**config.mk**
```make
export PLATFORM = sky130hd
export DESIGN_NAME = light_driven_chirp_controller_flat
export DESIGN_NICKNAME = d
export VERILOG_FILES = /design/src/ldcc_pkg.sv /design/src/ldcc_in_if.sv /design/src/ldcc_out_if.sv /design/src/ldcc_cfg_regs.sv /design/src/ldcc_step.sv /design/src/light_driven_chirp_controller.sv /design/src/flat_wrapper.sv
export SDC_FILE = /design/constraint.sdc
export NUM_CORES = 1
export LEC_CHECK = 0
export BUFFER_PORTS_ARGS = -buffer_cell sky130_fd_sc_hd__buf_2
export CAP_MARGIN = 40
export CORE_UTILIZATION = 25
export CTS_CLUSTER_DIAMETER = 150
export DETAILED_ROUTE_END_ITERATION = 6
export PLACE_DENSITY = 0.38
export SLEW_MARGIN = 20
export SYNTH_ARGS = -nofsm -noshare
export SYNTH_HDL_FRONTEND = slang
export SYNTH_SLANG_ARGS = --single-unit
```
**constraint.sdc**
```tcl
create_clock -name i_clk -period 5 [get_ports i_clk]
set_input_delay 0.75 -clock i_clk [delete_from_list [all_inputs] [get_ports i_clk]]
set_output_delay 0.75 -clock i_clk [all_outputs]
set_load 0.01 [all_outputs]
```
**src/ldcc_pkg.sv**
```systemverilog
// Shared types, register codes and constants for the light driven chirp controller.
// No dependencies; all but the two interfaces use this package by scoped names.
`timescale 1ns / 1ps

package ldcc_pkg;

    // Configuration port
    localparam int CFG_IDX_W  = 3;
    localparam int CFG_DATA_W = 12;

    localparam logic [CFG_IDX_W-1:0] REG_BRIGHT_LEVEL = 3'd0;
    localparam logic [CFG_IDX_W-1:0] REG_SHADY_LEVEL  = 3'd1;
    localparam logic [CFG_IDX_W-1:0] REG_DARK_LEVEL   = 3'd2;
    localparam logic [CFG_IDX_W-1:0] REG_STEADY_LIMIT = 3'd3;
    localparam logic [CFG_IDX_W-1:0] REG_BASE_PERIOD  = 3'd4;
    localparam logic [CFG_IDX_W-1:0] REG_PITCH_BASE   = 3'd5;
    localparam logic [CFG_IDX_W-1:0] REG_QUIET_HOLD   = 3'd6;

    // Register reset values
    localparam logic [7:0]  RST_BRIGHT_LEVEL = 8'd192;
    localparam logic [7:0]  RST_SHADY_LEVEL  = 8'd128;
    localparam logic [7:0]  RST_DARK_LEVEL   = 8'd64;
    localparam logic [11:0] RST_STEADY_LIMIT = 12'd2400;
    localparam logic [7:0]  RST_BASE_PERIOD  = 8'd180;
    localparam logic [9:0]  RST_PITCH_BASE   = 10'd800;
    localparam logic [4:0]  RST_QUIET_HOLD   = 5'd20;

    // Light classes
    localparam logic [2:0] CLS_START  = 3'd0;
    localparam logic [2:0] CLS_TOO    = 3'd1;
    localparam logic [2:0] CLS_BRIGHT = 3'd2;
    localparam logic [2:0] CLS_SHADY  = 3'd3;
    localparam logic [2:0] CLS_DARK   = 3'd4;

    // Arithmetic constants
    localparam logic [4:0] HOLD_ACT_LIMIT  = 5'd10;
    localparam logic [4:0] HOLD_SHIFT_MAX  = 5'd4;
    localparam logic [5:0] DUTY_BRIGHT_ADD = 6'd32;
    localparam logic [5:0] DUTY_SHADY_ADD  = 6'd10;
    localparam logic [9:0] PERIOD_OFFSET   = 10'd128;
    localparam logic [7:0] PITCH_OFFSET    = 8'd255;
    localparam logic [9:0] PITCH_MAX       = 10'd639;

    typedef struct packed {
        logic [7:0]  bright_level;
        logic [7:0]  shady_level;
        logic [7:0]  dark_level;
        logic [11:0] steady_limit;
        logic [7:0]  base_period;
        logic [9:0]  pitch_base;
        logic [4:0]  quiet_hold;
    } t_cfg;

    typedef struct packed {
        logic [2:0]  cls;
        logic        sleeping;
        logic [11:0] countdown;
        logic [4:0]  hold_off;
        logic [5:0]  duty;
        logic [5:0]  duty_cnt;
        logic        tone_en;
        logic        drive_en;
        logic [8:0]  period;
        logic [9:0]  pitch;
    } t_state;

endpackage

```
**src/ldcc_in_if.sv**
```systemverilog
// Input channel of the chirp controller: valid/ready handshake with func and light level.
// Depends on nothing.
`timescale 1ns / 1ps

interface ldcc_in_if;
    logic       valid;
    logic       ready;
    logic       func;
    logic [7:0] light_level;

    modport source (output valid, output func, output light_level, input ready);
    modport sink   (input valid, input func, input light_level, output ready);
endinterface

```
**src/ldcc_out_if.sv**
```systemverilog
// Result channel of the chirp controller: valid/ready handshake with the state after each item.
// Depends on nothing.
`timescale 1ns / 1ps

interface ldcc_out_if;
    logic       valid;
    logic       ready;
    logic       tone_on;
    logic       drive_on;
    logic [8:0] chirp_period;
    logic [9:0] tone_pitch;
    logic [2:0] light_class;
    logic       asleep;

    modport source (output valid, output tone_on, output drive_on, output chirp_period,
                    output tone_pitch, output light_class, output asleep, input ready);
    modport sink   (input valid, input tone_on, input drive_on, input chirp_period,
                    input tone_pitch, input light_class, input asleep, output ready);
endinterface

```
**src/ldcc_cfg_regs.sv**
```systemverilog
// Configuration register file: seven threshold and base registers behind a plain write port.
// Depends on ldcc_pkg.
`timescale 1ns / 1ps

module ldcc_cfg_regs (
    input  logic                             i_clk,
    input  logic                             i_rst_n,
    input  logic                             i_cfg_we,
    input  logic [ldcc_pkg::CFG_IDX_W-1:0]   i_cfg_idx,
    input  logic [ldcc_pkg::CFG_DATA_W-1:0]  i_cfg_data,
    output ldcc_pkg::t_cfg                   o_cfg
);

    ldcc_pkg::t_cfg r_cfg;

    always_ff @(posedge i_clk) begin
        if (!i_rst_n) begin
            r_cfg.bright_level <= ldcc_pkg::RST_BRIGHT_LEVEL;
            r_cfg.shady_level  <= ldcc_pkg::RST_SHADY_LEVEL;
            r_cfg.dark_level   <= ldcc_pkg::RST_DARK_LEVEL;
            r_cfg.steady_limit <= ldcc_pkg::RST_STEADY_LIMIT;
            r_cfg.base_period  <= ldcc_pkg::RST_BASE_PERIOD;
            r_cfg.pitch_base   <= ldcc_pkg::RST_PITCH_BASE;
            r_cfg.quiet_hold   <= ldcc_pkg::RST_QUIET_HOLD;
        end else if (i_cfg_we) begin
            unique case (i_cfg_idx)
                ldcc_pkg::REG_BRIGHT_LEVEL: r_cfg.bright_level <= i_cfg_data[7:0];
                ldcc_pkg::REG_SHADY_LEVEL:  r_cfg.shady_level  <= i_cfg_data[7:0];
                ldcc_pkg::REG_DARK_LEVEL:   r_cfg.dark_level   <= i_cfg_data[7:0];
                ldcc_pkg::REG_STEADY_LIMIT: r_cfg.steady_limit <= i_cfg_data[11:0];
                ldcc_pkg::REG_BASE_PERIOD:  r_cfg.base_period  <= i_cfg_data[7:0];
                ldcc_pkg::REG_PITCH_BASE:   r_cfg.pitch_base   <= i_cfg_data[9:0];
                ldcc_pkg::REG_QUIET_HOLD:   r_cfg.quiet_hold   <= i_cfg_data[4:0];
                default: ;  // unmapped index, write dropped
            endcase
        end
    end

    assign o_cfg = r_cfg;

endmodule

```
**src/ldcc_step.sv**
```systemverilog
// Next-state logic for one item: light classification, duty/period/pitch update, sleep
// tracking and duty-tick gating. Purely combinational; depends on ldcc_pkg.
`timescale 1ns / 1ps

module ldcc_step (
    input  ldcc_pkg::t_cfg   i_cfg,
    input  ldcc_pkg::t_state i_state,
    input  logic             i_func,
    input  logic [7:0]       i_light,
    output ldcc_pkg::t_state o_state
);

    logic [2:0]  w_cls;
    logic [9:0]  w_per_sum;
    logic [10:0] w_pitch_sum;
    logic [3:0]  w_duty_shr;

    always_comb begin
        priority if (i_light > i_cfg.bright_level) w_cls = ldcc_pkg::CLS_TOO;
        else if (i_light > i_cfg.shady_level)      w_cls = ldcc_pkg::CLS_BRIGHT;
        else if (i_light > i_cfg.dark_level)       w_cls = ldcc_pkg::CLS_SHADY;
        else                                       w_cls = ldcc_pkg::CLS_DARK;
    end

    assign w_per_sum   = {2'b00, i_cfg.base_period} + {2'b00, i_light};
    assign w_pitch_sum = {1'b0, i_cfg.pitch_base}
                       + {3'b000, ldcc_pkg::PITCH_OFFSET - i_light};
    // light >> (4 + hold); only hold below 4 leaves anything
    assign w_duty_shr  = i_light[7:4] >> i_state.hold_off[1:0];

    always_comb begin
        o_state = i_state;
        if (!i_func) begin
            if (!i_state.sleeping) begin
                if (i_state.hold_off < ldcc_pkg::HOLD_SHIFT_MAX) begin
                    o_state.duty = {2'b00, w_duty_shr};
                end else begin
                    o_state.duty = '0;
                end
                if (i_state.hold_off < ldcc_pkg::HOLD_ACT_LIMIT) begin
                    priority if (w_cls == ldcc_pkg::CLS_BRIGHT) begin
                        // base - 128 + light, clamped at zero, then >> 2
                        if (w_per_sum < ldcc_pkg::PERIOD_OFFSET) begin
                            o_state.period = '0;
                        end else begin
                            o_state.period =
                                {2'b00, 7'((w_per_sum - ldcc_pkg::PERIOD_OFFSET) >> 2)};
                        end
                        o_state.duty     = o_state.duty + ldcc_pkg::DUTY_BRIGHT_ADD;
                        o_state.tone_en  = 1'b1;
                        o_state.drive_en = 1'b1;
                    end else if (w_cls == ldcc_pkg::CLS_SHADY
                                 || w_cls == ldcc_pkg::CLS_DARK) begin
                        if (w_cls == ldcc_pkg::CLS_SHADY) begin
                            o_state.duty = o_state.duty + ldcc_pkg::DUTY_SHADY_ADD;
                        end
                        o_state.tone_en  = 1'b1;
                        o_state.drive_en = 1'b1;
                        o_state.period   = w_per_sum[8:0];
                    end else begin
                        o_state.duty     = '0;
                        o_state.tone_en  = 1'b0;
                        o_state.drive_en = 1'b0;
                        o_state.hold_off = i_cfg.quiet_hold;
                    end
                end
            end

            if (o_state.hold_off != '0) begin
                o_state.hold_off = o_state.hold_off - 5'd1;
            end

            o_state.pitch = w_pitch_sum[10:1];

            if (w_cls != i_state.cls) begin
                o_state.sleeping  = 1'b0;
                o_state.countdown = i_cfg.steady_limit;
                o_state.cls       = w_cls;
            end else if (!i_state.sleeping) begin
                if (i_state.countdown == '0) begin
                    o_state.sleeping = 1'b1;
                    o_state.duty     = '0;
                    o_state.tone_en  = 1'b0;
                end else begin
                    o_state.countdown = i_state.countdown - 12'd1;
                end
            end
        end else begin
            // duty tick: tone off while duty is zero or hold-off runs, else on once every duty+1 ticks
            priority if (i_state.duty == '0 || i_state.hold_off != '0) begin
                o_state.tone_en = 1'b0;
            end else if (i_state.duty_cnt < i_state.duty) begin
                o_state.tone_en  = 1'b0;
                o_state.duty_cnt = i_state.duty_cnt + 6'd1;
            end else begin
                o_state.tone_en  = 1'b1;
                o_state.duty_cnt = '0;
            end
        end
    end

endmodule

```
**src/light_driven_chirp_controller.sv**
```systemverilog
// Light driven chirp controller top level: input register, next-state step, result register.
// Depends on ldcc_pkg, ldcc_in_if, ldcc_out_if, ldcc_cfg_regs and ldcc_step.
//
// Usage:
//   i_in carries items: func 0 is a light sample (light_level used), func 1 is a
//   duty tick. Each item gives exactly one result on o_out: tone and drive enables,
//   chirp period, tone pitch, light class and sleep flag as they stand after it.
//   Configuration goes through i_cfg_we / i_cfg_idx / i_cfg_data, one register per
//   cycle, and is meant to be written while no item is in flight.
//   Path: an accepted item passes the input register, then the result register,
//   and a held result can keep it waiting in the input register.
//   Throughput: one item per cycle while o_out takes each result, as the state
//   update between the input register and the result register is combinational.
//   Reset (i_rst_n low, synchronous) loads register defaults and the power-on
//   state, and empties both stages.
//   When o_out.ready is low the result holds; one more item may sit in the input
//   register, after which i_in.ready drops until the result is taken.
`timescale 1ns / 1ps

module light_driven_chirp_controller (
    input  logic                            i_clk,
    input  logic                            i_rst_n,
    ldcc_in_if.sink                         i_in,
    ldcc_out_if.source                      o_out,
    input  logic                            i_cfg_we,
    input  logic [ldcc_pkg::CFG_IDX_W-1:0]  i_cfg_idx,
    input  logic [ldcc_pkg::CFG_DATA_W-1:0] i_cfg_data
);

    ldcc_pkg::t_cfg   w_cfg;
    ldcc_pkg::t_state r_state;
    ldcc_pkg::t_state n_state;

    logic       r_in_valid;
    logic       r_func;
    logic [7:0] r_light;
    logic       r_out_valid;
    logic       w_adv;

    ldcc_cfg_regs u_cfg (
        .i_clk      (i_clk),
        .i_rst_n    (i_rst_n),
        .i_cfg_we   (i_cfg_we),
        .i_cfg_idx  (i_cfg_idx),
        .i_cfg_data (i_cfg_data),
        .o_cfg      (w_cfg)
    );

    ldcc_step u_step (
        .i_cfg   (w_cfg),
        .i_state (r_state),
        .i_func  (r_func),
        .i_light (r_light),
        .o_state (n_state)
    );

    // item moves from the input register into state and result register
    assign w_adv      = r_in_valid && (!r_out_valid || o_out.ready);
    assign i_in.ready = !r_in_valid || w_adv;

    always_ff @(posedge i_clk) begin
        if (!i_rst_n) begin
            r_in_valid <= 1'b0;
        end else if (i_in.ready) begin
            r_in_valid <= i_in.valid;
        end
    end

    always_ff @(posedge i_clk) begin
        if (i_in.valid && i_in.ready) begin
            r_func  <= i_in.func;
            r_light <= i_in.light_level;
        end
    end

    always_ff @(posedge i_clk) begin
        if (!i_rst_n) begin
            r_out_valid <= 1'b0;
        end else if (w_adv) begin
            r_out_valid <= 1'b1;
        end else if (o_out.ready) begin
            r_out_valid <= 1'b0;
        end
    end

    always_ff @(posedge i_clk) begin
        if (!i_rst_n) begin
            r_state.cls       <= ldcc_pkg::CLS_START;
            r_state.sleeping  <= 1'b0;
            r_state.countdown <= ldcc_pkg::RST_STEADY_LIMIT;
            r_state.hold_off  <= '0;
            r_state.duty      <= '0;
            r_state.duty_cnt  <= '0;
            r_state.tone_en   <= 1'b1;
            r_state.drive_en  <= 1'b1;
            r_state.period    <= {1'b0, ldcc_pkg::RST_BASE_PERIOD};
            r_state.pitch     <= '0;
        end else if (w_adv) begin
            r_state <= n_state;
        end
    end

    // result register mirrors the state written by the same item
    assign o_out.valid        = r_out_valid;
    assign o_out.tone_on      = r_state.tone_en;
    assign o_out.drive_on     = r_state.drive_en;
    assign o_out.chirp_period = r_state.period;
    assign o_out.tone_pitch   = r_state.pitch;
    assign o_out.light_class  = r_state.cls;
    assign o_out.asleep       = r_state.sleeping;

    a_sleep_quiet: assert property (@(posedge i_clk) disable iff (!i_rst_n)
        r_state.sleeping |-> (r_state.duty == '0 && !r_state.tone_en))
        else $error("asleep with nonzero duty or tone enabled");

    a_state_hold: assert property (@(posedge i_clk) disable iff (!i_rst_n)
        !w_adv |=> $stable(r_state))
        else $error("state changed without an item");

    a_class_sticky: assert property (@(posedge i_clk) disable iff (!i_rst_n)
        (r_state.cls != ldcc_pkg::CLS_START) |=> (r_state.cls != ldcc_pkg::CLS_START))
        else $error("light class returned to startup");

    a_pitch_range: assert property (@(posedge i_clk) disable iff (!i_rst_n)
        r_out_valid |-> (r_state.pitch <= ldcc_pkg::PITCH_MAX))
        else $error("pitch out of range");

endmodule

```
**src/flat_wrapper.sv**
```systemverilog
// flat-port wrapper written by rule: the top's interface ports become plain ports
module light_driven_chirp_controller_flat 
  (i_clk, i_rst_n, i_cfg_we, i_cfg_idx, i_cfg_data, i_in_valid, i_in_func, i_in_light_level, i_in_ready, o_out_valid, o_out_tone_on, o_out_drive_on, o_out_chirp_period, o_out_tone_pitch, o_out_light_class, o_out_asleep, o_out_ready);
  ldcc_in_if i_in_i ();
  ldcc_out_if o_out_i ();
  input  logic i_clk;
  input  logic i_rst_n;
  input  logic i_cfg_we;
  input  logic [ldcc_pkg::CFG_IDX_W-1:0] i_cfg_idx;
  input  logic [ldcc_pkg::CFG_DATA_W-1:0] i_cfg_data;
  input wire logic [$bits(i_in_i.valid)-1:0] i_in_valid;
  input wire logic [$bits(i_in_i.func)-1:0] i_in_func;
  input wire logic [$bits(i_in_i.light_level)-1:0] i_in_light_level;
  output wire logic [$bits(i_in_i.ready)-1:0] i_in_ready;
  output wire logic [$bits(o_out_i.valid)-1:0] o_out_valid;
  output wire logic [$bits(o_out_i.tone_on)-1:0] o_out_tone_on;
  output wire logic [$bits(o_out_i.drive_on)-1:0] o_out_drive_on;
  output wire logic [$bits(o_out_i.chirp_period)-1:0] o_out_chirp_period;
  output wire logic [$bits(o_out_i.tone_pitch)-1:0] o_out_tone_pitch;
  output wire logic [$bits(o_out_i.light_class)-1:0] o_out_light_class;
  output wire logic [$bits(o_out_i.asleep)-1:0] o_out_asleep;
  input wire logic [$bits(o_out_i.ready)-1:0] o_out_ready;
  assign i_in_i.valid = i_in_valid;
  assign i_in_i.func = i_in_func;
  assign i_in_i.light_level = i_in_light_level;
  assign i_in_ready = i_in_i.ready;
  assign o_out_valid = o_out_i.valid;
  assign o_out_tone_on = o_out_i.tone_on;
  assign o_out_drive_on = o_out_i.drive_on;
  assign o_out_chirp_period = o_out_i.chirp_period;
  assign o_out_tone_pitch = o_out_i.tone_pitch;
  assign o_out_light_class = o_out_i.light_class;
  assign o_out_asleep = o_out_i.asleep;
  assign o_out_i.ready = o_out_ready;
  light_driven_chirp_controller u_core (.i_clk(i_clk), .i_rst_n(i_rst_n), .i_in(i_in_i), .o_out(o_out_i), .i_cfg_we(i_cfg_we), .i_cfg_idx(i_cfg_idx), .i_cfg_data(i_cfg_data));
endmodule
```
==> results summary, run 1 <==
The shortest period the worst path allows came out at 3.617 ns. Setup repair after global routing left no endpoint under its margin. The sequential cell fraction of total power came out at 39.2%. The overall global routing resource usage came out at 16.38%. Across the run, the number of max-cap violations was 0. The warning count from the yosys run is 0. Synthesis handed over a netlist of 871 instances. In this run the remaining antenna-violating nets after routing total 0. The number of global-route vias before repair came to 5924. The setup violation total in the final timing report is 0.

The final antenna diode count is 0. The count of boundary I/O pins is 56. STA classifies the critical path endpoint as a flip-flop. The die height came out at 168.4 um. Buffers inserted to repair hold after CTS numbered 0. The number of enable flip-flop cells after synthesis came out at 9. The average wire per standard cell is 17.67 um. Per report_power, the clock group accounts for 46.9% of the total. The headroom to the max-slew limit came out at 46.73%. The endpoint of the worst hold-timing path is u_core.o_out.tone_pitch[3]. After clock tree synthesis, the repair step resized 0 gates. The setup clock skew after layout is 0.01584 ns. Cell internal power was estimated by the tool at 1.929 mW. The worst setup path is launched from a flip-flop. The CTS sink count came out at 124. The routed via count is 6031.

The fraction of power spent switching nets is 29.62%. The CTS H-tree depth is 4. In this run the power density over the cells is 343.3 nW/um2. The total nets after synthesis is 951. The number of DRC markers after the initial detailed-route iteration is 275. The number of synthesized register bits is 124. The row count is 60.

After clock tree synthesis, the clock-pin slew on the worst setup and hold paths is 0.06 ns. The largest fanout on the critical path came out at 11. The die is 168.4 um wide. The later pin in the worst-skew pair is clocked with a latency of 0.43 ns. The largest individual stage delay along the critical path comes from the cell edfxtp_1. The total DRC errors in the routed layout is 0.

The sequential cell area came out at 2572 um2. Across the VDD grid, the largest voltage drop is 0.2059 mV. The first global-routing pass estimated 35270 um of wire. The worst min-delay path startpoint is u_core.o_out.tone_pitch[3]. The number of endpoints with negative hold slack in the final report came out at 0.

The final HPWL from detailed placement came out at 16110 um. The distinct cell type count of the synthesized netlist came out at 70. The routability congestion estimate from global placement is 0.7586.

The net switching power figure is 0.8120 mW. The run finished with clean final reports. In the routed layout, each cell is associated on average with a via count of 4.825. For this run, the slowest stage of the critical path takes 0.55 ns. The worst endpoint data arrival time is 3.92 ns.

The post-route fraction of the period consumed by the critical path came out at 72.35%. For this design the static power due to leakage is 3.170 nW. The first-pass detailed-route iteration total is 4.

The worst register-to-register path has a depth of 12. For this run, the top clock speed supported by timing is 276.5 MHz. The post-CTS setup repair buffer count is 0. The hold path depth is 2. The count of placed standard cells in the final layout, fillers left out is 1250. The startpoint of the lowest-slack register-to-register path is u_core.r_light[7].

The post-synthesis area per instance came out at 7.948 um2. In this run, CTS created clock tree buffers numbering 17. The count of nets after finishing is 976. Summing every instance area after synthesis gives 6923 um2.

The number of cells after detailed placement is 1218. The register-to-register setup slack came out at 1.38 ns. The total negative slack is 0 ns.

After global routing the overflow that remains totals 0. The maximum buffer depth of the clock tree is 2. The area enclosed by the die boundary is 28360 um2.

The initial antenna violation count is 0. The class of the tightest hold or removal check is reg -> reg. The fraction of synthesis flops using an asynchronous set or reset pin came out at 0%. For this configuration, the core starts out at a cell density of 25.62%. The largest area contributor in the netlist is dfxtp_1. The share of cells above drive strength 1 came out at 11.55%. The floorplan step defined a core boundary enclosing 27030 um2. Clock tree synthesis selected as its root buffer the cell clkbuf_16. The total of buffers placed on input and output ports came out at 55. The largest net degree at the start of global routing came out at 44. The critical path in this run is classified as reg -> reg. The critical path required time is 5.31 ns. The area growth from synthesis to final layout came out at 15.34%. At the pin with the least slew margin, the transition time is 0.7962 ns. TritonCTS built the clock tree. The area share of the largest cell type after synthesis is 33.26%. Yosys attributes the largest share of cell area to dfxtp_1, nand2_1, ha_1, a21oi_1, edfxtp_1.

The area of the multi-input gates is 3855 um2. Counting the fill cells in the layout gives 3007. The commonest register cell after synthesis is dfxtp_1.

The sequential share of the synthesized area came out at 37.16%. The worst register-to-register path ends at u_core.r_state[37]. The portion of total power attributed to combinational logic came out at 13.8%. The critical path goes through ha_1, nand4_1, nand2b_1, a21oi_1, o21a_1, mux2i_1, ha_1, nand2b_1, nor4_1, mux2i_1, nor3b_1, a311o_1.

The overall routed net length came out at 22090 um. The number of slew-limit violations in the final report is 0.
==> routing by layer <==
metal	part of all wire, %	vias to the layer above	routed length, um	GRT usage [%]
li1	-	3084	-	-
met1	51	2831	11190	22.44
met2	46	108	10100	26.50
met3	3.1	8	676	3.385
met4	0.53	0	116	3.241
met5	0	-	0	0
==> power groups by stage <==
stage                     registers [mW]  clock network (mW)  logic [mW]
after floorplan                     1.08                   0       0.273
after global placement              1.10                   0       0.386
after detailed placement            1.10                   0       0.380
after CTS                           1.08                1.32       0.384
after global routing                1.08                1.37       0.429
final                               1.08                1.29       0.379
==> cell families (layout without fill, tap and decap cells) <==
group	Yosys count	in the layout	share of synthesized area [%]
AOI/OAI and AO/OA	201	201	18.27
xor gates and xnor gates	24	24	3.036
adders and majority gates	51	51	9.434
buffers and inverters	107	145	7.157
DFF	124	124	37.16
muxes	13	13	1.880
and+or+nand+nor	351	351	23.06
==> synthesized netlist by cell type, drive strengths merged, types with 13 or more instances <==
cell type / number
nor3: 24
clkbuf: 27
dfxtp: 115
ha: 49
buf: 30
nand2: 166
nand3: 30
mux2i: 13
xnor2: 13
inv: 50
a21oi: 82
nor2: 64
o21ai: 38
nand4: 14
==> cell usage in the layout (no fill, tap or decap), drive strengths merged, types with 11 or more instances in the layout <==
cell,instances
a21oi,82
buf,63
clkbuf,17
dfxtp,115
ha,49
inv,55
mux2i,13
nand2,166
nand2b,11
nand3,30
nand4,14
nor2,64
nor3,24
o21ai,38
xnor2,13
xor2,11
==> per-stage QoR <==
| step | total power [mW] | cell area (um2) | setup slack (ns) | util [%] | hold slack [ns] |
|---|---|---|---|---|---|
| final | 2.741 | 7985 | 1.383 | 29.55 | 0.4486 |
| after global routing | 2.879 | 7985 | 0.9692 | 29.55 | 0.4705 |
| after floorplan | 1.354 | 6923 | 1.723 | - | 0.4271 |
| after detailed placement | 1.478 | 7377 | 1.370 | 27.30 | 0.4430 |
| after CTS | 2.783 | 7985 | 1.363 | 29.55 | 0.4524 |
| after global placement | 1.483 | 7377 | 1.474 | 27.30 | 0.4420 |
==> sequential cells by signal, summed over array words and instances, names as in the netlist <==
register,cells
u_core.r_light,8
u_core.o_out.light_class,3
u_core.o_out.tone_pitch,10
u_core.r_state,29
u_core.o_out.drive_on,1
u_core.u_cfg.o_cfg,59
u_core.o_out.asleep,1
u_core.o_out.valid,1
u_core.r_in_valid,1
u_core.r_func,1
u_core.o_out.chirp_period,9
u_core.o_out.tone_on,1
==> final cells by class <==
| class | instances | area share (%) |
|---|---|---|
| Multi-Input combinational cell | 640 | 48.28 |
| Sequential cell | 124 | 32.22 |
| Tap cell | 341 | 5.343 |
| Clock buffer | 17 | 5.327 |
| Timing Repair Buffer | 63 | 4.199 |
| Inverter | 50 | 2.350 |
| Clock inverter | 15 | 2.288 |
==> worst max-delay path, delay by kind of cell (launching register included) <==
family                   cells  cell delay, ns
adder cells (fa/ha/maj)      2            0.59
AO/OA/AOI/OAI                3            1.04
flip-flops                   1            0.55
multiplexers                 2            0.60
AND/OR/NAND/NOR              5            0.70
==> worst max path at each step <==
stage                     cells after the start  slack, ns              start                  to
after floorplan                              13       1.72  u_core.r_light[7]  u_core.r_state[37]
after global placement                       12       1.47  u_core.r_light[7]  u_core.r_state[37]
after detailed placement                     12       1.37  u_core.r_light[7]  u_core.r_state[37]
after CTS                                    12       1.36  u_core.r_light[7]  u_core.r_state[37]
after global routing                         12       0.97  u_core.r_light[7]  u_core.r_state[37]
final                                        12       1.38  u_core.r_light[7]  u_core.r_state[37]
No activity file was read; power rests on OpenSTA's default activity.
==> inputs of run 2 (changes only) <==
PLACE_DENSITY = 0.39   (was 0.38)
clock period = 3.1 ns   (was 5 ns; I/O delays follow)
==> run 2 against run 1 <==
Net effect: cell count is 1.8% higher; register-to-register slack worse by 1.2 ns; count of clock-buffer cells in the layout is 4 higher; sequential share of layout area is 0.86 points lower; sequential power is 59% higher; clock skew hardly changed; setup slack worse by 1.2 ns; final area is 2.7% higher; non-clock buffer count is 22 higher; largest cell class unchanged; largest power group unchanged.
==> results summary, run 2 (synthesis gave the netlist of run 1 again) <==
The flow ran to the end, and the final reports show no timing, DRC or antenna violations. The first-pass detailed-route iteration total is 4. The worst-skew pair later-pin latency came out at 0.43 ns. The net switching power figure is 1.243 mW. The CTS sink count came out at 124.

The number of flip-flops in the largest register is 59. At the end of the flow, the number of nets in the layout was 998. The met2 layer usage reported by global route came out at 25.92%. The hold path depth came out at 1. The maximum buffer depth of the clock tree came out at 2.

The tree is rooted in a clkbuf_16. The die span in x came out at 168.4 um. The area growth from synthesis to final layout came out at 18.51%. The final standard cell area without fillers is 8204 um2. Global routing finished with a remaining overflow of 0. The share of total power dissipated in combinational logic is 14.4%. The number of global-route vias before repair is 6019. The met3 layer usage reported by global route came out at 3.244%. The met1 capacity usage during global routing came out at 21.70%.

The clock network power share came out at 47.6%. The first-pass GRT wire length is 34620 um. The depth of the worst register-to-register path is 11. The worst-case vdd ir drop came out at 0.3422 mV. The worst hold slack is 0.2191 ns.

STA classifies the critical path endpoint as a flip-flop. After floorplanning, the core was divided into 60 placement rows. The share of cells above drive strength 1 came out at 14.29%.

The total of buffers placed on input and output ports is 55. The number of buffers added by the clock tree synthesis step is 17. Max-cap violations in this run came to 0. The number of antenna diodes in the final layout is 0.

The clock arrives with 0.01536 ns of skew. The number of DRC markers after the initial detailed-route iteration is 272. The fraction of power spent switching nets is 27.42%.

The clock tree from TritonCTS is done. Setup violations remaining at the end of the flow were counted as 0. The average wire per standard cell came out at 17.16 um.

The number of endpoints with negative hold slack in the final report is 0. The starting density of the core is 25.62%. 56 I/O pins were placed. The hold buffer count at cts is 0. The post-layout worst setup margin came out at 0.1598 ns. The clock-pin slew reported for the worst setup and hold paths after clock tree synthesis came out at 0.07 ns. The total placed instance area is 7542 um2. The die covers 28360 um2. The number of slew-limit violations in the final report is 0. Data arrives at the worst endpoint at 3.27 ns.

The min-delay analysis places its worst path in the category in -> reg. The die height came out at 168.4 um. The sequential cell fraction of total power came out at 38.0%. The post-detailed-route via-to-cell ratio came out at 4.832. For this design the ratio of total power to cell area is 552.4 nW/um2. The headroom to the max-slew limit came out at 48.79%. For this run, design rule violations remaining after detail routing come to 0. The actual slew at the worst max-slew pin came out at 0.7575 ns. STA classifies the critical path startpoint as a flip-flop.

In this run the static leakage power is 3.296 nW. In the layout the commonest cells are nand2_1, dfxtp_1, a21oi_1, nor2_1, buf_2. The largest net degree at the start of global routing is 55.

The initial antenna violation count came to 0. Prior to clock tree synthesis, the placed netlist has a worst setup slack of 0.1137 ns. The overall routed net length is 21830 um. The shortest period the worst path allows came out at 2.940 ns. The largest fanout on the critical path is 13. The classification of the worst setup path is reg -> reg. For this run, the top clock speed supported by timing is 340.1 MHz. The library cell used most frequently in the layout, excluding fill and tap cells, is nand2_1. Once detail routing completed, the nets flagged for antenna violations numbered 0. The routability congestion estimate from global placement came out at 0.7748. The internal power consumption is 3.289 mW.

The routed layout has 6146 vias. For this run, the total global-route usage over all layers was measured as 16.00%. The critical path required time is 3.43 ns. The most utilized layer in the global route result is met2. The post-route fraction of the period consumed by the critical path came out at 94.84%. Setup repair after global routing could not meet its margin everywhere.

The final HPWL from detailed placement came out at 15850 um. The H-tree was split into 4 levels. The placeable core region came out at 27030 um2.
==> run 2: cell types whose count changed in the layout (fill, tap and decap cells not counted), moves of 2 or more <==
cell	delta
buf_4	+22
clkbuf_8	+2
clkinv_4	-2
inv_6	-2
mux2i_1	-2
mux2i_2	+2
o21a_1	-2
o21a_2	+2
==> run 2: power by group through the flow <==
stage | Sequential (mW) | Clock [mW] | Combinational [mW]
after floorplan | 1.74 | 0 | 0.442
after global placement | 1.76 | 0 | 0.656
after detailed placement | 1.76 | 0 | 0.652
after CTS | 1.72 | 2.22 | 0.657
after global routing | 1.73 | 2.27 | 0.730
final | 1.72 | 2.16 | 0.652
==> run 2: final cells by class <==
class / instances / area (um2)
clock buffers: 21 / 481.7
clock inverters: 11 / 155.1
fillers: 2901 / 18820
inverters: 50 / 187.7
multi-input cells: 640 / 3880
flip-flops and latches: 124 / 2572
well taps: 341 / 426.7
repair buffers: 85 / 500.5
==> run 2: routing by layer <==
layer	wire, um	vias up	share of wire [%]
met2	9912	108	45
met1	10900	2891	50
met3	824	15	3.8
met4	188	0	0.86
met5	0	-	0
li1	-	3132	-
==> run 2: final timing paths <==
check	slack (ns)	startpoint	endpoint
worst max-delay path	0.16	u_core.r_light[1]	u_core.r_state[44]
worst min-delay path	0.22	i_in_light_level[5]	u_core.r_light[5]
worst max register to register	0.16	u_core.r_light[1]	u_core.r_state[44]
worst min register to register	0.45	u_core.o_out.tone_pitch[7]	u_core.o_out.tone_pitch[7]
==> run 2: worst max-delay path: stages (launching register included) <==
cell      delay, ns
edfxtp_1       0.40
buf_4          0.18
ha_1           0.29
nor2b_1        0.14
o211a_1        0.23
o21bai_1       0.23
a21oi_1        0.13
or4_4          0.54
nand3_2        0.15
buf_4          0.22
nor3_1         0.07
o31ai_1        0.25
==> run 2: what timing repair did <==
item	in CTS	in global routing
setup buffers	0	1
setup endpoints to repair	0	6
resized for setup	0	5
==> run 2: stage by stage <==
step / utilization, % / instances / power, mW / setup TNS [ns]
2_1_floorplan: - / 871 / 2.186 / 0
3_3_place_gp: 27.85 / 1237 / 2.416 / 0
3_5_place_dp: 27.91 / 1239 / 2.411 / 0
4_1_cts: 30.26 / 1271 / 4.597 / 0
5_1_grt: 30.36 / 1272 / 4.735 / -0.002915
6_report: 30.36 / 1272 / 4.532 / 0
